--- src/hw/rtl/multi_voice_chorus_assert.svh ---
// assertion helpers for the chorus block, clocked on clock, held off by reset
`ifndef MULTI_VOICE_CHORUS_ASSERT_SVH
`define MULTI_VOICE_CHORUS_ASSERT_SVH

// same-cycle implication
`define MVC_ASSERT_IMP(lbl, ante, cons, msg) \
   lbl: assert property (@(posedge clock) disable iff (reset) (ante) |-> (cons)) \
      else $error(msg);

// next-cycle implication
`define MVC_ASSERT_NXT(lbl, ante, cons, msg) \
   lbl: assert property (@(posedge clock) disable iff (reset) (ante) |=> (cons)) \
      else $error(msg);

`endif

--- src/hw/rtl/mvc_pkg.sv ---
// ----------------------------------------------------------------------------
// mvc_pkg
// shared constants, tables and types of the multi-voice chorus
// ----------------------------------------------------------------------------
package mvc_pkg;

   localparam int DELAY_LENGTH    = 4096;
   localparam int VOICES_MAX      = 3;
   localparam int SAMPLE_BITS     = 16;
   localparam int SINE_TABLE_BITS = 10;

   localparam int AW        = $clog2(DELAY_LENGTH);
   localparam int RINGS     = 2 * VOICES_MAX;
   localparam int RING_W    = $clog2(RINGS);
   localparam int VW        = $clog2(VOICES_MAX + 1);
   localparam int RAM_DEPTH = RINGS * DELAY_LENGTH;
   localparam int RAM_AW    = RING_W + AW;
   localparam int POS_W     = AW + 8;
   localparam int DMAX      = (DELAY_LENGTH - 1) * 256;
   localparam int QUARTER   = 1 << (SINE_TABLE_BITS - 2);
   localparam int QPOS_W    = SINE_TABLE_BITS - 1;
   localparam int WET_W     = SAMPLE_BITS + 9 + VW;
   localparam int REC_K     = WET_W + 3;
   localparam int REC_W     = REC_K + 1;
   localparam int TOT_W     = WET_W + 19;
   localparam int SMAX      = (1 << (SAMPLE_BITS - 1)) - 1;
   localparam int SMIN      = -(1 << (SAMPLE_BITS - 1));

   localparam int PHASE_STEP_W  = 24;
   localparam int BASE_DELAY_W  = 20;
   localparam int MOD_DEPTH_W   = 20;
   localparam int MIX_LEVEL_W   = 17;
   localparam int VOICE_COUNT_W = 2;
   localparam int CSR_AW        = 5;
   localparam int CSR_DW        = 32;

   localparam logic [31:0] HALF_RAD_UNITS = 32'd341782638;
   localparam int          Q16_ONE        = 65536;

   localparam logic [2:0] REG_PHASE_STEP  = 3'd0;
   localparam logic [2:0] REG_BASE_DELAY  = 3'd1;
   localparam logic [2:0] REG_MOD_DEPTH   = 3'd2;
   localparam logic [2:0] REG_MIX_LEVEL   = 3'd3;
   localparam logic [2:0] REG_VOICE_COUNT = 3'd4;

   localparam logic [PHASE_STEP_W-1:0]  RST_PHASE_STEP  = 24'd77913;
   localparam logic [BASE_DELAY_W-1:0]  RST_BASE_DELAY  = 20'd225792;
   localparam logic [MOD_DEPTH_W-1:0]   RST_MOD_DEPTH   = 20'd56448;
   localparam logic [MIX_LEVEL_W-1:0]   RST_MIX_LEVEL   = 17'd32768;
   localparam logic [VOICE_COUNT_W-1:0] RST_VOICE_COUNT = 2'd2;

   typedef logic [16:0]      qsine_type [QUARTER+1];
   typedef logic [31:0]      phase_tab_type [VOICES_MAX];
   typedef logic [REC_W-1:0] recip_type [VOICES_MAX+1];

   // quarter-wave sine in q16, odd polynomial with truncating q16 products
   function automatic qsine_type make_qsine();
      qsine_type tab;
      longint t;
      longint t2;
      longint p;
      for (int i = 0; i <= QUARTER; i++) begin
         t  = longint'(i) << (16 - (SINE_TABLE_BITS - 2));
         t2 = (t * t) / 65536;
         p  = -306;
         p  = 5223 + (p * t2) / 65536;
         p  = -42334 + (p * t2) / 65536;
         p  = 102944 + (p * t2) / 65536;
         p  = (p * t) / 65536;
         if (p < 0) p = 0;
         if (p > 65536) p = 65536;
         tab[i] = 17'(p);
      end
      return tab;
   endfunction

   function automatic phase_tab_type make_phase_init();
      phase_tab_type tab;
      for (int v = 0; v < VOICES_MAX; v++) begin
         tab[v] = 32'((64'(v) << 32) / VOICES_MAX);
      end
      return tab;
   endfunction

   function automatic phase_tab_type make_voice_ofs();
      phase_tab_type tab;
      for (int v = 0; v < VOICES_MAX; v++) begin
         tab[v] = 32'(64'(v) * 64'(HALF_RAD_UNITS));
      end
      return tab;
   endfunction

   // ceil(2^REC_K / n), exact quotient for every wet magnitude
   function automatic recip_type make_recip();
      recip_type tab;
      tab[0] = '0;
      for (int n = 1; n <= VOICES_MAX; n++) begin
         tab[n] = REC_W'(((64'(1) << REC_K) + 64'(n - 1)) / 64'(n));
      end
      return tab;
   endfunction

   localparam qsine_type     QSINE      = make_qsine();
   localparam phase_tab_type PHASE_INIT = make_phase_init();
   localparam phase_tab_type VOICE_OFS  = make_voice_ofs();
   localparam recip_type     RECIP      = make_recip();

   typedef struct packed {
      logic [PHASE_STEP_W-1:0]  phase_step;
      logic [BASE_DELAY_W-1:0]  base_delay;
      logic [MOD_DEPTH_W-1:0]   mod_depth;
      logic [MIX_LEVEL_W-1:0]   mix_level;
      logic [VOICE_COUNT_W-1:0] voice_count;
   } cfg_type;

   typedef enum logic [3:0] {
      ST_IDLE,
      ST_PHASE,
      ST_SINE,
      ST_MUL_DELAY,
      ST_DELAY,
      ST_READ_A,
      ST_READ_B,
      ST_MUL_INTERP,
      ST_ACCUM,
      ST_DIVIDE,
      ST_MIX_A,
      ST_MIX_B,
      ST_DONE
   } state_type;

   typedef struct packed {
      logic start;
      logic step_phase;
      logic sine;
      logic mul_delay;
      logic delay;
      logic read_a;
      logic read_b;
      logic mul_interp;
      logic accum;
      logic divide;
      logic mix_a;
      logic mix_b;
      logic out_load;
   } cmd_type;

   typedef struct packed {
      logic last_voice;
   } status_type;

endpackage

--- src/hw/rtl/mvc_ctrl.sv ---
// ----------------------------------------------------------------------------
// mvc_ctrl
// sequencer of the chorus: walks each voice, then divide, mix and output
// ----------------------------------------------------------------------------
module mvc_ctrl (
   input  logic                 clock,
   input  logic                 reset,
   input  logic                 req_valid,
   output logic                 req_ready,
   output logic                 rsp_valid,
   input  logic                 rsp_ready,
   input  mvc_pkg::status_type  status,
   output mvc_pkg::cmd_type     cmd
);

   `include "multi_voice_chorus_assert.svh"

   mvc_pkg::state_type state_ff;
   mvc_pkg::state_type state_in;
   logic               rsp_valid_ff;
   logic               rsp_valid_in;
   logic               out_free;

   assign out_free = !rsp_valid_ff || rsp_ready;

   always_comb begin
      state_in = state_ff;
      unique case (state_ff)
         mvc_pkg::ST_IDLE:       if (req_valid) state_in = mvc_pkg::ST_PHASE;
         mvc_pkg::ST_PHASE:      state_in = mvc_pkg::ST_SINE;
         mvc_pkg::ST_SINE:       state_in = mvc_pkg::ST_MUL_DELAY;
         mvc_pkg::ST_MUL_DELAY:  state_in = mvc_pkg::ST_DELAY;
         mvc_pkg::ST_DELAY:      state_in = mvc_pkg::ST_READ_A;
         mvc_pkg::ST_READ_A:     state_in = mvc_pkg::ST_READ_B;
         mvc_pkg::ST_READ_B:     state_in = mvc_pkg::ST_MUL_INTERP;
         mvc_pkg::ST_MUL_INTERP: state_in = mvc_pkg::ST_ACCUM;
         mvc_pkg::ST_ACCUM: begin
            state_in = status.last_voice ? mvc_pkg::ST_DIVIDE : mvc_pkg::ST_PHASE;
         end
         mvc_pkg::ST_DIVIDE:     state_in = mvc_pkg::ST_MIX_A;
         mvc_pkg::ST_MIX_A:      state_in = mvc_pkg::ST_MIX_B;
         mvc_pkg::ST_MIX_B:      state_in = mvc_pkg::ST_DONE;
         mvc_pkg::ST_DONE:       if (out_free) state_in = mvc_pkg::ST_IDLE;
         default:                state_in = mvc_pkg::ST_IDLE;
      endcase
   end

   always_comb begin
      cmd            = '0;
      req_ready      = 1'b0;
      unique case (state_ff)
         mvc_pkg::ST_IDLE: begin
            req_ready = 1'b1;
            cmd.start = req_valid;
         end
         mvc_pkg::ST_PHASE:      cmd.step_phase = 1'b1;
         mvc_pkg::ST_SINE:       cmd.sine       = 1'b1;
         mvc_pkg::ST_MUL_DELAY:  cmd.mul_delay  = 1'b1;
         mvc_pkg::ST_DELAY:      cmd.delay      = 1'b1;
         mvc_pkg::ST_READ_A:     cmd.read_a     = 1'b1;
         mvc_pkg::ST_READ_B:     cmd.read_b     = 1'b1;
         mvc_pkg::ST_MUL_INTERP: cmd.mul_interp = 1'b1;
         mvc_pkg::ST_ACCUM:      cmd.accum      = 1'b1;
         mvc_pkg::ST_DIVIDE:     cmd.divide     = 1'b1;
         mvc_pkg::ST_MIX_A:      cmd.mix_a      = 1'b1;
         mvc_pkg::ST_MIX_B:      cmd.mix_b      = 1'b1;
         mvc_pkg::ST_DONE:       cmd.out_load   = out_free;
         default: begin
         end
      endcase
   end

   always_comb begin
      rsp_valid_in = rsp_valid_ff;
      if (cmd.out_load) begin
         rsp_valid_in = 1'b1;
      end else if (rsp_ready) begin
         rsp_valid_in = 1'b0;
      end
   end

   always_ff @(posedge clock) begin
      if (reset) begin
         state_ff     <= mvc_pkg::ST_IDLE;
         rsp_valid_ff <= 1'b0;
      end else begin
         state_ff     <= state_in;
         rsp_valid_ff <= rsp_valid_in;
      end
   end

   assign rsp_valid = rsp_valid_ff;

   `MVC_ASSERT_IMP(a_no_overwrite, cmd.out_load, !rsp_valid_ff || rsp_ready, "result overwritten")
   `MVC_ASSERT_NXT(a_start_runs, req_valid && req_ready, state_ff == mvc_pkg::ST_PHASE, "no start")
   `MVC_ASSERT_NXT(a_next_voice, (state_ff == mvc_pkg::ST_ACCUM) && !status.last_voice,
                   state_ff == mvc_pkg::ST_PHASE, "voice skipped")

endmodule

--- config.mk ---
export PLATFORM = sky130hd
export DESIGN_NAME = mvc_ctrl
export DESIGN_NICKNAME = d
export VERILOG_FILES = /design/src/hw/rtl/mvc_pkg.sv /design/src/hw/rtl/mvc_ctrl.sv
export VERILOG_INCLUDE_DIRS = /design/src /design/src/hw/rtl
export SDC_FILE = /design/constraint.sdc
export NUM_CORES = 1
export LEC_CHECK = 0
export ABC_CLOCK_PERIOD_IN_PS = 1300
export BUFFER_PORTS_ARGS = -buffer_cell sky130_fd_sc_hd__buf_2
export CELL_PAD_IN_SITES_DETAIL_PLACEMENT = 1
export CELL_PAD_IN_SITES_GLOBAL_PLACEMENT = 1
export CORE_MARGIN = 4
export CORE_UTILIZATION = 28
export CTS_CLUSTER_DIAMETER = 50
export DETAILED_ROUTE_END_ITERATION = 8
export PLACE_DENSITY_LB_ADDON = 0.1
export SYNTH_ARGS = -nofsm -noshare
export SYNTH_HDL_FRONTEND = slang
export SYNTH_SLANG_ARGS = --single-unit
export TNS_END_PERCENT = 10
--- constraint.sdc ---
create_clock -name clock -period 1.3 [get_ports clock]
set_input_delay 0.065 -clock clock [delete_from_list [all_inputs] [get_ports clock]]
set_output_delay 0.065 -clock clock [all_outputs]
set_load 0.005 [all_outputs]
* Word level (Yosys, flattened, before mapping) *
Index checks and enable logic that the tools add are counted.

storage, ports and cells
  bits in registers = 5
  output and inout bits = 15
  input bits = 5
  logic and storage cells = 41

cells by class
  equality and inequality tests = 14
  mux-type cells = 20
  reduce and logical (&&, ||, !) cells = 5

operators with widths
  kind                                                              count
  4-bit one-hot mux with 13 select lines                            1
  4-bit == test (second input constant)                             5
  4-bit by 3-bit == test with 1-bit output (second input constant)  4
  1-bit 2-to-1 mux                                                  16
  4-bit 2-to-1 mux                                                  3
  4-bit by 2-bit == test with 1-bit output (second input constant)  2
  4-bit by 1-bit == test with 1-bit output (second input constant)  1
  4-bit zero test                                                   1
  2-bit inequality test (second input constant)                     2
  2-bit AND reduction                                               1
  2-bit nonzero test                                                1
  1-bit zero test                                                   1
  1-bit logical OR                                                  1

* Logic depth before layout (Yosys ltp) *
  depth in word-level cells = 4
  depth in mapped cells = 5
  gate-level depth less buffers = 3

* Worst setup path before layout *
No wires, ideal clock.

  path kind = register -> register
  start = register state_ff[2]
  end = register state_ff[3]
  cell stages (with the launch flop) = 4
  setup time = 0.124 ns
  period minus slack after synthesis = 1.012 ns
  path slack = 0.288 ns
  path buffers = 0
  arrival time = 0.888 ns
  data required time = 1.176 ns
  path through = dfxtp_1 nor4_4 a21o_2 a31oi_1

between the ends
  longest elaborated chain between the ends = 3
  elaborated cells between the ends (all ways) = 17
  those cells by class = 14 x eq/ne; 1 x mux; 2 x reduce/logical

RTL lines
  item                                              line            text
  from (decl)                                       mvc_ctrl.sv:18  mvc_pkg::state_type state_ff;
  from (signal assigned)                            mvc_ctrl.sv:84  state_ff <= mvc_pkg::ST_IDLE;
  from (signal assigned)                            mvc_ctrl.sv:87  state_ff <= state_in;
  4-bit == test or 4-bit zero test (tied branches)  mvc_ctrl.sv:28  unique case (state_ff)
  2-bit inequality test (no source line)            --
  2-bit AND reduction (no source line)              --

Several ways; a longest one is shown, not always the timed one.
A chain may end at the register's enable or synchronous reset.

==> impl_metrics.yaml <==
run_status:
  violations: "negative setup slack"
  run_status: "complete, but fails checks"
synthesis:
  async_flop_share_pct: 0
  synth.area.top_cells: "dfxtp_1 27%, nor2_1 8.0%, a211oi_2 6.6%"
  synth_cells: 48
  synth_fp_nets: 53
  ys_types: 23
  synth_top_cell_area_share_pct: 26.6
  yosysSeqAreaShare_pct: 26.6
  yosysMostFrequentCell: "nor2_1"
  ys_warn_count: 0
  yosys.area.top_type: "dfxtp_1"
  synth-seq-cells: 5
  synth_ff_type: "dfxtp_1"
  synth_commonest_cells: "8 x nor2_1, 5 x dfxtp_1, 5 x nor3_1"
  synth.cell_area_um2: 377
  avgSynthCellArea_um2: 7.85
  synth_edf_count: 0
global_route:
  grt.total_usage_pct: 13.4
  grt_max_degree: 12
  grt_pass1_vias: 416
  grt_remaining_overflow: 0
  antenna_found_initial: 0
  grt_pass1_wl_mm: 1.88
setup_path:
  start_kind: "register"
  critPathArrivalTime_ps: 1250
  required_ps: 1240
  r2r_cells: 5
  r2r_start: "state_ff[0]$_SDFFE_PP0P_"
  r2r_end: "state_ff[3]$_SDFFE_PP0P_"
  crit_path_end_kind: "output port"
  crit_fanout: 7
  path_class: "register to output port"
  crit_start: "state_ff[0]$_SDFFE_PP0P_"
  reg2reg_slack_ps: 90
  crit_end: "cmd[12]"
detailed_routing:
  drtIter0Drc: 4
  antenna_left: 0
  first_pass_iters: 3
  vias_per_cell: 5.14
  wl_per_cell_um: 13.5
  drc: 0
  drt_wl_total_mm: 1.19
  vias: 452
place:
  port_buffers: 19
  gp_congestion: 0.713
  place_ws_ps: 172
  hpwl_um: 887
sta:
  maxSlewHeadroom_pct: 81.3
  fmax_mhz: 761
  rsz0062_at_grt: "true"
  hold_viol_final: 0
  period_needed_ps: 1310
  setup_viol: 1
  clock_skew_ps: 6.35
  period_share_pct: 101
  worst_slew_pin_slew_ps: 280
  maxSlewViolCount: 0
  hold_ws_ps: 20.5
  worst_slack_ps: -14.0
cts:
  root_buffer: "clkbuf_4"
  holdBufCountCts: 0
  clkLatencyLatePin_ps: 250
  htree_levels: 1
  cts_tree: "built"
  clk_path_buf_depth: 2
  numCtsBuffers: 3
  cts_sinks: 5
  clk_pin_slew_worst_paths_ps: 50
final_layout:
  finish.net_count: 80
  area_growth_pct: 51.8
  utilization_pct: 48.2
  antenna_cells: 0
  drive_gt1_share_pct: 56.8
floorplanning:
  die_h_um: 44.7
  io_pins: 20
  initial_core_util_pct: 31.8
  row_count: 12
  core_area_um2: 1190
  die_w_um: 44.7
  dieArea_um2: 2000
pwr:
  vdd_ir_drop_max_mv: 0.399
  power_leakage_nw: 0.282
  p_per_area_nw_per_um2: 896
  p_total_mw: 0.513
hold_path:
  hp-class: "primary input to register"
run:
  maxCapViolCount: 0
==> layout by cell type (no fill, tap or decap), drive strengths merged <==
cell     n
a211oi   2
a21o     1
a21oi    3
a221oi   1
a31oi    2
and2     1
and3b    1
buf     27
clkbuf   4
dfxtp    5
inv      1
nand2    1
nand2b   4
nand3    1
nand4    1
nor2     9
nor2b    2
nor3     5
nor4     1
o21ai    2
==> repair_timing <==
item / CTS / global route
buffers inserted: 0 / 1
setup endpoints to repair: 10 / 9
resized for setup: 2 / 7
pin swaps: 1 / 2
==> worst min-delay path by stage <==
| stage | from | end | slack, ps | cells after the start |
|---|---|---|---|---|
| after floorplan | reset | state_ff[1]$_SDFFE_PP0P_ | 130 | 1 |
| after detailed placement | reset | state_ff[1]$_SDFFE_PP0P_ | 290 | 2 |
| after global placement | reset | state_ff[1]$_SDFFE_PP0P_ | 290 | 2 |
| after CTS | reset | state_ff[1]$_SDFFE_PP0P_ | 20 | 2 |
| final | reset | state_ff[1]$_SDFFE_PP0P_ | 20 | 2 |
| after global routing | reset | state_ff[1]$_SDFFE_PP0P_ | 20 | 2 |
==> flip-flops by register name, indices dropped and copies added (netlist names) <==
signal,count
state_ff,4
rsp_valid,1
==> per-layer routing <==
layer / vias to the layer above / part of all wire, % / global-route usage [%]
met3: 4 / 5.1 / 2.44
met5: - / 0 / 0
met2: 10 / 49 / 20.6
met4: 0 / 3.3 / 12.7
met1: 218 / 42 / 15.3
li1: 220 / - / -
==> worst max-delay path, cell delays in order (launching register included) <==
cell     delay, ps
dfxtp_1        310
buf_4          170
nor4_4         250
and2_1         160
buf_2          110
==> final cells by class <==
class | count | area, µm²
clock buffers | 4 | 26.3
fillers | 157 | 614
inverters | 1 | 3.75
multi-input cells | 37 | 262
flip-flops and latches | 5 | 104
well taps | 14 | 17.5
repair buffers | 27 | 159
==> cell families after synthesis <==
family | share of synthesized area, %
AO/OA/AOI/OAI | 22.9
AND/OR/NAND/NOR | 39.9
flip-flops | 26.6
buffers and inverters | 10.6
==> metrics by stage <==
stage / setup TNS, ps / instance area, µm² / std cells
detailed placement: 0 / 505 / 83
finish: -14.0 / 572 / 88
CTS: -2.64 / 536 / 87
global placement: 0 / 505 / 83
floorplan: 0 / 377 / 48
global route: -91.2 / 572 / 88
==> report_power, final <==
part | internal, mW | switching (mW) | leakage [nW]
clock network | 0.117 | 0.0753 | 0.0150
logic | 0.0739 | 0.0820 | 0.226
registers | 0.160 | 0.00490 | 0.0416
total | 0.350 | 0.162 | 0.282
Note: power is estimated with default switching activity, not from simulation.
