**src/hw/rtl/multi_voice_chorus_assert.svh**
```systemverilog
// assertion helpers for the chorus block, clocked on clock, held off by reset
`ifndef MULTI_VOICE_CHORUS_ASSERT_SVH
`define MULTI_VOICE_CHORUS_ASSERT_SVH

// same-cycle implication
`define MVC_ASSERT_IMP(lbl, ante, cons, msg) \
   lbl: assert property (@(posedge clock) disable iff (reset) (ante) |-> (cons)) \
      else $error(msg);

// next-cycle implication
`define MVC_ASSERT_NXT(lbl, ante, cons, msg) \
   lbl: assert property (@(posedge clock) disable iff (reset) (ante) |=> (cons)) \
      else $error(msg);

`endif

```
**src/hw/rtl/mvc_pkg.sv**
```systemverilog
// ----------------------------------------------------------------------------
// mvc_pkg
// shared constants, tables and types of the multi-voice chorus
// ----------------------------------------------------------------------------
package mvc_pkg;

   localparam int DELAY_LENGTH    = 4096;
   localparam int VOICES_MAX      = 3;
   localparam int SAMPLE_BITS     = 16;
   localparam int SINE_TABLE_BITS = 10;

   localparam int AW        = $clog2(DELAY_LENGTH);
   localparam int RINGS     = 2 * VOICES_MAX;
   localparam int RING_W    = $clog2(RINGS);
   localparam int VW        = $clog2(VOICES_MAX + 1);
   localparam int RAM_DEPTH = RINGS * DELAY_LENGTH;
   localparam int RAM_AW    = RING_W + AW;
   localparam int POS_W     = AW + 8;
   localparam int DMAX      = (DELAY_LENGTH - 1) * 256;
   localparam int QUARTER   = 1 << (SINE_TABLE_BITS - 2);
   localparam int QPOS_W    = SINE_TABLE_BITS - 1;
   localparam int WET_W     = SAMPLE_BITS + 9 + VW;
   localparam int REC_K     = WET_W + 3;
   localparam int REC_W     = REC_K + 1;
   localparam int TOT_W     = WET_W + 19;
   localparam int SMAX      = (1 << (SAMPLE_BITS - 1)) - 1;
   localparam int SMIN      = -(1 << (SAMPLE_BITS - 1));

   localparam int PHASE_STEP_W  = 24;
   localparam int BASE_DELAY_W  = 20;
   localparam int MOD_DEPTH_W   = 20;
   localparam int MIX_LEVEL_W   = 17;
   localparam int VOICE_COUNT_W = 2;
   localparam int CSR_AW        = 5;
   localparam int CSR_DW        = 32;

   localparam logic [31:0] HALF_RAD_UNITS = 32'd341782638;
   localparam int          Q16_ONE        = 65536;

   localparam logic [2:0] REG_PHASE_STEP  = 3'd0;
   localparam logic [2:0] REG_BASE_DELAY  = 3'd1;
   localparam logic [2:0] REG_MOD_DEPTH   = 3'd2;
   localparam logic [2:0] REG_MIX_LEVEL   = 3'd3;
   localparam logic [2:0] REG_VOICE_COUNT = 3'd4;

   localparam logic [PHASE_STEP_W-1:0]  RST_PHASE_STEP  = 24'd77913;
   localparam logic [BASE_DELAY_W-1:0]  RST_BASE_DELAY  = 20'd225792;
   localparam logic [MOD_DEPTH_W-1:0]   RST_MOD_DEPTH   = 20'd56448;
   localparam logic [MIX_LEVEL_W-1:0]   RST_MIX_LEVEL   = 17'd32768;
   localparam logic [VOICE_COUNT_W-1:0] RST_VOICE_COUNT = 2'd2;

   typedef logic [16:0]      qsine_type [QUARTER+1];
   typedef logic [31:0]      phase_tab_type [VOICES_MAX];
   typedef logic [REC_W-1:0] recip_type [VOICES_MAX+1];

   // quarter-wave sine in q16, odd polynomial with truncating q16 products
   function automatic qsine_type make_qsine();
      qsine_type tab;
      longint t;
      longint t2;
      longint p;
      for (int i = 0; i <= QUARTER; i++) begin
         t  = longint'(i) << (16 - (SINE_TABLE_BITS - 2));
         t2 = (t * t) / 65536;
         p  = -306;
         p  = 5223 + (p * t2) / 65536;
         p  = -42334 + (p * t2) / 65536;
         p  = 102944 + (p * t2) / 65536;
         p  = (p * t) / 65536;
         if (p < 0) p = 0;
         if (p > 65536) p = 65536;
         tab[i] = 17'(p);
      end
      return tab;
   endfunction

   function automatic phase_tab_type make_phase_init();
      phase_tab_type tab;
      for (int v = 0; v < VOICES_MAX; v++) begin
         tab[v] = 32'((64'(v) << 32) / VOICES_MAX);
      end
      return tab;
   endfunction

   function automatic phase_tab_type make_voice_ofs();
      phase_tab_type tab;
      for (int v = 0; v < VOICES_MAX; v++) begin
         tab[v] = 32'(64'(v) * 64'(HALF_RAD_UNITS));
      end
      return tab;
   endfunction

   // ceil(2^REC_K / n), exact quotient for every wet magnitude
   function automatic recip_type make_recip();
      recip_type tab;
      tab[0] = '0;
      for (int n = 1; n <= VOICES_MAX; n++) begin
         tab[n] = REC_W'(((64'(1) << REC_K) + 64'(n - 1)) / 64'(n));
      end
      return tab;
   endfunction

   localparam qsine_type     QSINE      = make_qsine();
   localparam phase_tab_type PHASE_INIT = make_phase_init();
   localparam phase_tab_type VOICE_OFS  = make_voice_ofs();
   localparam recip_type     RECIP      = make_recip();

   typedef struct packed {
      logic [PHASE_STEP_W-1:0]  phase_step;
      logic [BASE_DELAY_W-1:0]  base_delay;
      logic [MOD_DEPTH_W-1:0]   mod_depth;
      logic [MIX_LEVEL_W-1:0]   mix_level;
      logic [VOICE_COUNT_W-1:0] voice_count;
   } cfg_type;

   typedef enum logic [3:0] {
      ST_IDLE,
      ST_PHASE,
      ST_SINE,
      ST_MUL_DELAY,
      ST_DELAY,
      ST_READ_A,
      ST_READ_B,
      ST_MUL_INTERP,
      ST_ACCUM,
      ST_DIVIDE,
      ST_MIX_A,
      ST_MIX_B,
      ST_DONE
   } state_type;

   typedef struct packed {
      logic start;
      logic step_phase;
      logic sine;
      logic mul_delay;
      logic delay;
      logic read_a;
      logic read_b;
      logic mul_interp;
      logic accum;
      logic divide;
      logic mix_a;
      logic mix_b;
      logic out_load;
   } cmd_type;

   typedef struct packed {
      logic last_voice;
   } status_type;

endpackage

```
**src/hw/rtl/mvc_csr.sv**
```systemverilog
// ----------------------------------------------------------------------------
// mvc_csr
// apb-style register file holding the chorus settings
// ----------------------------------------------------------------------------
module mvc_csr (
   input  logic                        clock,
   input  logic                        reset,
   input  logic                        csr_psel,
   input  logic                        csr_penable,
   input  logic                        csr_pwrite,
   input  logic [mvc_pkg::CSR_AW-1:0]  csr_paddr,
   input  logic [mvc_pkg::CSR_DW-1:0]  csr_pwdata,
   output logic [mvc_pkg::CSR_DW-1:0]  csr_prdata,
   output logic                        csr_pready,
   output mvc_pkg::cfg_type            cfg
);

   mvc_pkg::cfg_type cfg_ff;
   mvc_pkg::cfg_type cfg_in;
   logic [2:0]       index;
   logic             wr_en;

   assign index      = csr_paddr[4:2];
   assign wr_en      = csr_psel && csr_penable && csr_pwrite;
   assign csr_pready = 1'b1;

   always_comb begin
      cfg_in = cfg_ff;
      if (wr_en) begin
         unique case (index)
            mvc_pkg::REG_PHASE_STEP:
               cfg_in.phase_step = csr_pwdata[mvc_pkg::PHASE_STEP_W-1:0];
            mvc_pkg::REG_BASE_DELAY:
               cfg_in.base_delay = csr_pwdata[mvc_pkg::BASE_DELAY_W-1:0];
            mvc_pkg::REG_MOD_DEPTH:
               cfg_in.mod_depth = csr_pwdata[mvc_pkg::MOD_DEPTH_W-1:0];
            mvc_pkg::REG_MIX_LEVEL:
               cfg_in.mix_level = csr_pwdata[mvc_pkg::MIX_LEVEL_W-1:0];
            mvc_pkg::REG_VOICE_COUNT:
               cfg_in.voice_count = csr_pwdata[mvc_pkg::VOICE_COUNT_W-1:0];
            default: begin
            end
         endcase
      end
   end

   always_ff @(posedge clock) begin
      if (reset) begin
         cfg_ff.phase_step  <= mvc_pkg::RST_PHASE_STEP;
         cfg_ff.base_delay  <= mvc_pkg::RST_BASE_DELAY;
         cfg_ff.mod_depth   <= mvc_pkg::RST_MOD_DEPTH;
         cfg_ff.mix_level   <= mvc_pkg::RST_MIX_LEVEL;
         cfg_ff.voice_count <= mvc_pkg::RST_VOICE_COUNT;
      end else begin
         cfg_ff <= cfg_in;
      end
   end

   always_comb begin
      unique case (index)
         mvc_pkg::REG_PHASE_STEP:  csr_prdata = 32'(cfg_ff.phase_step);
         mvc_pkg::REG_BASE_DELAY:  csr_prdata = 32'(cfg_ff.base_delay);
         mvc_pkg::REG_MOD_DEPTH:   csr_prdata = 32'(cfg_ff.mod_depth);
         mvc_pkg::REG_MIX_LEVEL:   csr_prdata = 32'(cfg_ff.mix_level);
         mvc_pkg::REG_VOICE_COUNT: csr_prdata = 32'(cfg_ff.voice_count);
         default:                  csr_prdata = '0;
      endcase
   end

   assign cfg = cfg_ff;

endmodule

```
**config.mk**
```make
export PLATFORM = sky130hd
export DESIGN_NAME = mvc_csr
export DESIGN_NICKNAME = d
export VERILOG_FILES = /design/src/hw/rtl/multi_voice_chorus_assert.svh /design/src/hw/rtl/mvc_pkg.sv /design/src/hw/rtl/mvc_csr.sv
export SDC_FILE = /design/constraint.sdc
export NUM_CORES = 1
export LEC_CHECK = 0
export BUFFER_PORTS_ARGS = -buffer_cell sky130_fd_sc_hd__buf_4
export CORE_UTILIZATION = 49
export CTS_CLUSTER_SIZE = 20
export DETAILED_ROUTE_END_ITERATION = 10
export GPL_ROUTABILITY_DRIVEN = 0
export PLACE_DENSITY = 0.8
export SKIP_LAST_GASP = 1
export SYNTH_ARGS = -nofsm -noshare
export SYNTH_HDL_FRONTEND = slang
export SYNTH_SLANG_ARGS = --single-unit
```
**constraint.sdc**
```tcl
create_clock -name clock -period 1.46 [get_ports clock]
set_clock_uncertainty 0.2 [all_clocks]
set_input_delay 0.073 -clock clock [delete_from_list [all_inputs] [get_ports clock]]
set_output_delay 0.073 -clock clock [all_outputs]
set_load 0.02 [all_outputs]
```
Word level (Yosys, flattened, before mapping) --
Index checks and enable logic that the tools add are counted. Widths: inputs -> output; s select.
Storage, ports and cells: register bits after elaboration 83, bits of input ports 42
Operators by class: mux-type cells 1, reduce and logical (&&, ||, !) cells 8, equality and inequality tests 4
Operators with widths (number):
- $pmux 24 s5 | 1
- $reduce_and 2->1 | 5
- $eq 3x2->1 const B | 2
- $eq 3x1->1 const B | 1
- $eq 3x3->1 const B | 1
- $logic_not 3->1 | 1
- $logic_and 1x1->1 | 2

Longest topological paths before layout --
Gate-level depths: netlist of the first run.
depth after elaboration 3, depth in mapped cells 6, mapped depth without buffers 3

Least setup slack after synthesis of the first run --
Ideal clock, no wire load.
kind input to output, from input port csr_paddr[2] in the netlist's numbering, to output port csr_prdata[1] in the netlist's numbering, required time 1187 ps, arrival 1133 ps, buffers on the path 2, stages on the path 5, slack 54 ps, cells stage by stage buf_2 buf_6 nor2_2 a22oi_1 o22ai_1
On the way: cells in the longest elaborated chain, start to end 2, elaborated cells between the ends (all ways) 6
RTL lines:
- start: declaration | line mvc_csr.sv:11 | input logic [mvc_pkg::CSR_AW-1:0] csr_paddr,
- $eq 3x3->1, or another cell as far along | line mvc_csr.sv:60 | unique case (index)
- $pmux 24 s5 * | line mvc_csr.sv:60
- end: declaration | line mvc_csr.sv:13 | output logic [mvc_pkg::CSR_DW-1:0] csr_prdata,
Mark *: on every way between the ends. The rest lies on a longest branch, timed or not.

Worst setup path after layout of the first run --
from register cfg_ff, in the netlist cfg[14], to output port csr_prdata[12] in the netlist's numbering
On the way: cells in the longest elaborated chain, start to end 1
RTL lines:
- start: declaration | line mvc_csr.sv:18 | mvc_pkg::cfg_type cfg_ff;
- start signal: assignment | line mvc_csr.sv:55 | cfg_ff <= cfg_in;
- $pmux 24 s5 | line mvc_csr.sv:60
Every way passes these cells.

==> metrics.md, run 1 <==
| Metric | Value |
|---|---|
| Area after DPL | `5480 sq um` |
| Worst vdd ir | `0.0005511 V` |
| FF-to-FF path depth | `4` |
| Crit share post-route | `1.190` |
| Commonest cells post-synth | `83 x dfxtp_1, 68 x mux2i_1, 64 x nand2b_1` |
| Worst Path Class, Setup | `reg2out` |
| WHS Path Cells | `3` |
| Num CTS Buffers | `9` |
| Worst Path Arrival | `1460 ps` |
| Total track usage | `0.3009` |
| Reg-to-Reg Start | `cfg[44]` |
| Vias in the first global route | `4000` |
| Synth Register Bits | `83` |
| Htree depth | `3` |
| Worst setup EP type | `output port` |
| Largest net degree at the start of global routing | `43` |
| Maximum fanout along the worst path | `2` |
| Final WS setup | `-277.9 ps` |
| Fin Hold WS | `25.73 ps` |
| DRC Markers | `0` |
| Grt total ovfl | `0` |
| Via count | `4018` |
| Leakage | `3.034 nW` |
| Predominant post-synthesis flop cell | `dfxtp_1` |
| Die H | `94.14 um` |
| Syn. warnings | `0` |
| Hold crit path type | `in2reg` |
| Clk slew on worst S/H paths | `90 ps` |
| Final Cell Area | `6450 sq um` |
| Crit path required time | `1190 ps` |
| Post-synth top area share | `0.3994` |
| Die Wd | `94.14 um` |
| Port Buffers | `138` |
| Hold EP | `cfg[64]` |
| Status | `finished, violations left` |
| Area of the die | `8862 sq um` |
| F_max | `575.4 MHz` |
| Worst min-delay path startpoint | `reset` |
| 1st-pass router iterations | `4` |
| Synthesized area | `4160 sq um` |
| Post-Layout Cell Count | `751` |
| # diodes | `0` |
| Area leader, netlist | `dfxtp_1` |
| Starting utilization of the core area | `0.5063` |
| Reg2reg setup slack | `290 ps` |
| Dominant cell by count in the synthesized netlist | `dfxtp_1` |
| EDFF count, synth | `0` |
| Clock tree buffer depth | `2` |
| PwrDens | `749.6 nW/um^2` |
| Top post-synthesis cells by area | `dfxtp_1 40%, mux2i_1 16%, nand2b_1 9.6%, mux4_2 8.1%, nor2b_1 4.5%` |
| Register area share after synthesis | `0.3994` |
| Final Critical Period | `1738 ps` |
| RSZ-0062 raised after global routing | `true` |
| Routed wire per std cell | `17.21 um` |
| Synth cell types | `35` |
| Syn Inst Count | `414` |
| Placed cell count | `665` |
| Tot Pwr | `4.835 mW` |
| Max-slew violations | `0` |
| CTS sink cnt | `83` |
| Ys async rst share | `0` |
| Ports | `158` |
| Layout cells sized above 1 | `0.5062` |
| Area grow syn2layout | `55.04%` |
| CP startpoint kind | `register` |
| Floorplan core area | `8217 sq um` |
| Failing checks | `setup timing` |
| Setup Viol. Count Final | `19` |
| ANT nets after route | `0` |
| CTS tree | `yes` |
| Initial antenna violation count | `0` |
| Final core utilization | `0.7850` |
| Max-Cap Viols | `0` |
| Max reg flops | `83` |
| Worst reg2reg path endpoint | `cfg[44]` |
| First-pass GRT wire length | `20190 um` |
| Clk_lat worst skew | `350 ps` |
| Synthesized area per cell | `10.05 sq um` |
| Core Rows | `33` |
| Final net count | `683` |
| Final HPWL DP | `8025 um` |
| Final WL | `12920 um` |
| Root cell of the clock tree | `clkbuf_8` |
| Initial DRC count | `243` |
| Hold Violations, Final | `0` |
| Vias per Instance | `5.350` |
==> routing by layer <==
metal | vias up | share of wire | global-route usage
li1 | 1859 | - | -
met1 | 1961 | 0.41 | 0.3620
met2 | 173 | 0.51 | 0.5326
met3 | 25 | 0.061 | 0.06149
met4 | 0 | 0.018 | 0.09487
met5 | - | 0 | 0
==> final cells by class <==
class                   instances  area [sq um]
flip-flops and latches         83          1728
clock inverters                 7         98.84
clock buffers                   9         123.9
multi-input cells             297          2316
repair buffers                250          2052
fillers                       494          1767
well taps                     105         131.4
==> worst max path at each step <==
stage	startpoint	to
floorplan	csr_paddr[2]	csr_prdata[1]
global placement	csr_paddr[3]	csr_prdata[3]
detailed placement	csr_paddr[2]	csr_prdata[18]
CTS	cfg[5]	csr_prdata[3]
global route	cfg[14]	csr_prdata[12]
finish	cfg[14]	csr_prdata[12]
==> cells by family (layout without fill, tap and decap cells) <==
group | Yosys count | after routing | share of synthesized area
AOI/OAI and AO/OA | 45 | 45 | 0.06226
buffers and inverters | 41 | 266 | 0.06346
DFF | 83 | 83 | 0.3994
muxes | 85 | 85 | 0.2502
other | 2 | 9 | 0.001805
and+or+nand+nor | 158 | 158 | 0.2229
==> layout by cell type (no fill, tap or decap), types with 4 or more instances in the layout <==
master	n
clkbuf_8	9
mux4_2	15
buf_4	208
nand3_1	5
nor2_1	38
mux2i_1	67
a21oi_1	4
dfxtp_2	53
conb_1	9
o21ai_0	25
nor2b_1	23
dlygate4sd3_1	28
dfxtp_1	30
buf_12	6
o31ai_1	4
buf_6	8
nand2b_1	64
and2_1	4
nor2b_4	4
==> stage by stage <==
step | setup slack (ps) | setup TNS [ps]
detailed placement | -59.51 | -794.6
global placement | -45.12 | -267.4
CTS | -266.0 | -4267
finish | -277.9 | -4271
floorplan | 54.20 | 0
global route | -335.6 | -5300
==> worst max-delay path: stages (launching register included) <==
cell     delay, ps
dfxtp_2        340
mux4_2         460
nor2b_2        170
buf_6          140
==> power by group <==
part           leakage [nW]  total (mW)  internal (mW)  switching [mW]
logic                  2.24       0.666          0.338           0.329
registers             0.684        2.29           2.28          0.0122
clock network         0.111        1.88          0.979           0.898
total                  3.03        4.83           3.60            1.24
==> repair_timing <==
action | CTS | global route
endpoints found under the hold margin | 83 | 0
gates resized for setup | 55 | 20
pin swaps | 1 | 2
hold buffers | 28 | 0
setup buffers | 36 | 6
endpoints found under the setup margin | 20 | 21
(Power assumes the default switching activity.)
==> run 2, diff against run 1 <==
--- a/config.mk
+++ b/config.mk
@@ -5,12 +5,14 @@
 export SDC_FILE = /design/constraint.sdc
 export NUM_CORES = 1
 export LEC_CHECK = 0
+export ABC_CLOCK_PERIOD_IN_PS = 1460
 export BUFFER_PORTS_ARGS = -buffer_cell sky130_fd_sc_hd__buf_4
 export CORE_UTILIZATION = 49
 export CTS_CLUSTER_SIZE = 20
 export DETAILED_ROUTE_END_ITERATION = 10
 export GPL_ROUTABILITY_DRIVEN = 0
 export PLACE_DENSITY = 0.8
+export SKIP_CTS_REPAIR_TIMING = 1
 export SKIP_LAST_GASP = 1
 export SYNTH_ARGS = -nofsm -noshare
 export SYNTH_HDL_FRONTEND = slang
==> run 2 against run 1 <==
  * Fmax down 0.94%
  * Critical path depth unchanged
  * Die area unchanged
  * Register-to-register slack improved by 60 ps
  * The run still ends with setup timing left
  * Final area shrank 4.8%
  * Worst setup slack got worse by 17 ps
  * Hold slack better by 7.0 ps
  * Non-clock buffer count is 36 lower
  * First-iteration DRC count fell by 19%
  * Largest cell class unchanged
  * Via count decreased by 5.5%
  * Power decreased by 0.83%
  * Combinational power down 4.1%
==> metrics.md, run 2 (same netlist as run 1, synthesis figures left out) <==
| Metric | Value |
|---|---|
| Crit path required time | `1190 ps (about the same)` |
| DRC Markers | `0 (unchanged)` |
| Max reg flops | `83 (unchanged)` |
| Setup TNS | `-4373 ps (-102.6 ps)` |
| Final WL | `11900 um (-7.9%)` |
| F_max | `570.0 MHz (-0.94%)` |
| Core Rows | `33 (unchanged)` |
| Post-Layout Cell Count | `715 (-4.8%)` |
| Htree depth | `3 (unchanged)` |
| First-pass GRT wire length | `17700 um (-12%)` |
| Final WS setup | `-294.5 ps (-16.52 ps)` |
| 1st-pass router iterations | `4 (unchanged)` |
| CP startpoint kind | `register` |
| Failing checks | `setup timing` |
| Hold crit path type | `in2reg` |
| Setup Viol. Count Final | `20 (+1)` |
| Leakage | `2.842 nW (-6.3%)` |
| ANT nets after route | `0 (unchanged)` |
| CTS tree | `yes` |
| Worst vdd ir | `0.0005803 V (+5.3%)` |
| Placed cell count | `665 (unchanged)` |
| Fillers | `564 (+14%)` |
| Most frequent cells in the layout | `176 x buf_4, 68 x mux2i_1, 64 x nand2b_1, 44 x dfxtp_1` |
| # diodes | `0 (unchanged)` |
| Port Buffers | `138 (unchanged)` |
| Largest net degree at the start of global routing | `43 (unchanged)` |
| Grt total ovfl | `0 (unchanged)` |
| CTS sink cnt | `83 (unchanged)` |
| RSZ-0062 raised after global routing | `true` |
| Area after DPL | `5480 sq um (unchanged)` |
| Total track usage | `0.2605 (-0.04040)` |
| Final Critical Period | `1754 ps (+16.52 ps)` |
| Maximum fanout along the worst path | `3 (+1)` |
| Fin Hold WS | `32.77 ps (+7.045 ps)` |
| Final net count | `647 (-5.3%)` |
| Starting utilization of the core area | `0.5063 (unchanged)` |
| Initial antenna violation count | `0 (unchanged)` |
| Ports | `158 (unchanged)` |
| Die Wd | `94.14 um (unchanged)` |
| Root cell of the clock tree | `clkbuf_8` |
| Worst Path Arrival | `1480 ps (+20 ps)` |
| Final HPWL DP | `8025 um (unchanged)` |
| Initial DRC count | `196 (-19%)` |
| Layout cells sized above 1 | `0.4541 (-0.05209)` |
| Status | `finished, violations left` |
| Floorplan core area | `8217 sq um (unchanged)` |
| PwrDens | `781.3 nW/um^2 (+4.2%)` |
| Routed wire per std cell | `16.65 um (-3.2%)` |
| Most common cell after layout, fill and taps aside | `buf_4` |
| Clk_lat worst skew | `350 ps (about the same)` |
| Area grow syn2layout | `47.52%` |
| Area of the die | `8862 sq um (unchanged)` |
| Final core utilization | `0.7469 (-0.03807)` |
| Max-slew violations | `0 (unchanged)` |
| Vias in the first global route | `3533 (-12%)` |
| Clock tree buffer depth | `2 (unchanged)` |
| Hold Violations, Final | `0 (unchanged)` |
| Worst Path Class, Setup | `reg2out` |
| Clk slew on worst S/H paths | `90 ps (about the same)` |
| Final Cell Area | `6137 sq um (-4.8%)` |
| Via count | `3797 (-5.5%)` |
| Die H | `94.14 um (unchanged)` |
| Num CTS Buffers | `9 (unchanged)` |
| Vias per Instance | `5.310 (-0.74%)` |
| Crit share post-route | `1.202 (+0.01132)` |
| Worst setup EP type | `output port` |
| Max-Cap Viols | `0 (unchanged)` |
run 2: power by group:
part           total (mW)  switching [mW]  internal (mW)
combinational       0.639           0.318          0.321
sequential           2.29          0.0136           2.28
clock                1.86           0.885          0.979
total                4.79            1.22           3.58
run 2: layer usage:
| layer | GRT usage | vias to the layer above | wire [um] |
|---|---|---|---|
| li1 | - | 1783 | - |
| met1 | 0.3335 | 1855 | 4963 |
| met2 | 0.4463 | 141 | 6108 |
| met3 | 0.04126 | 18 | 636 |
| met4 | 0.08205 | 0 | 194 |
| met5 | 0 | - | 0 |
run 2: through the flow:
stage	setup slack (ps)	power, mW
5_1_grt	-329.0	4.967
6_report	-294.5	4.795
2_1_floorplan	54.20	2.701
3_5_place_dp	-59.51	2.900
4_1_cts	-299.9	4.736
3_3_place_gp	-45.12	2.891
run 2: area by class of cell:
type	instances	area, sq um	share of cell area
clock buffer	9	123.9	0.02018
multi-input combinational	297	2302	0.3751
timing repair buffer	214	1770	0.2885
clock inverter	7	98.84	0.01611
sequential	83	1710	0.2787
tap	105	131.4	0.02141
run 2: critical path, stage by stage (launching register included):
cell,delay [ps]
dfxtp_2,340
mux4_2,470
nor2b_1,150
buf_4,170
run 2: final timing paths:
path / startpoint / endpoint / slack [ps] / cells after the start
worst max register to register: cfg[42] / cfg[42] / 350 / 4
worst min-delay path: csr_penable / cfg[0] / 30 / 4
worst max-delay path: cfg[8] / csr_prdata[6] / -290 / 3
worst min register to register: cfg[67] / cfg[67] / 290 / 2
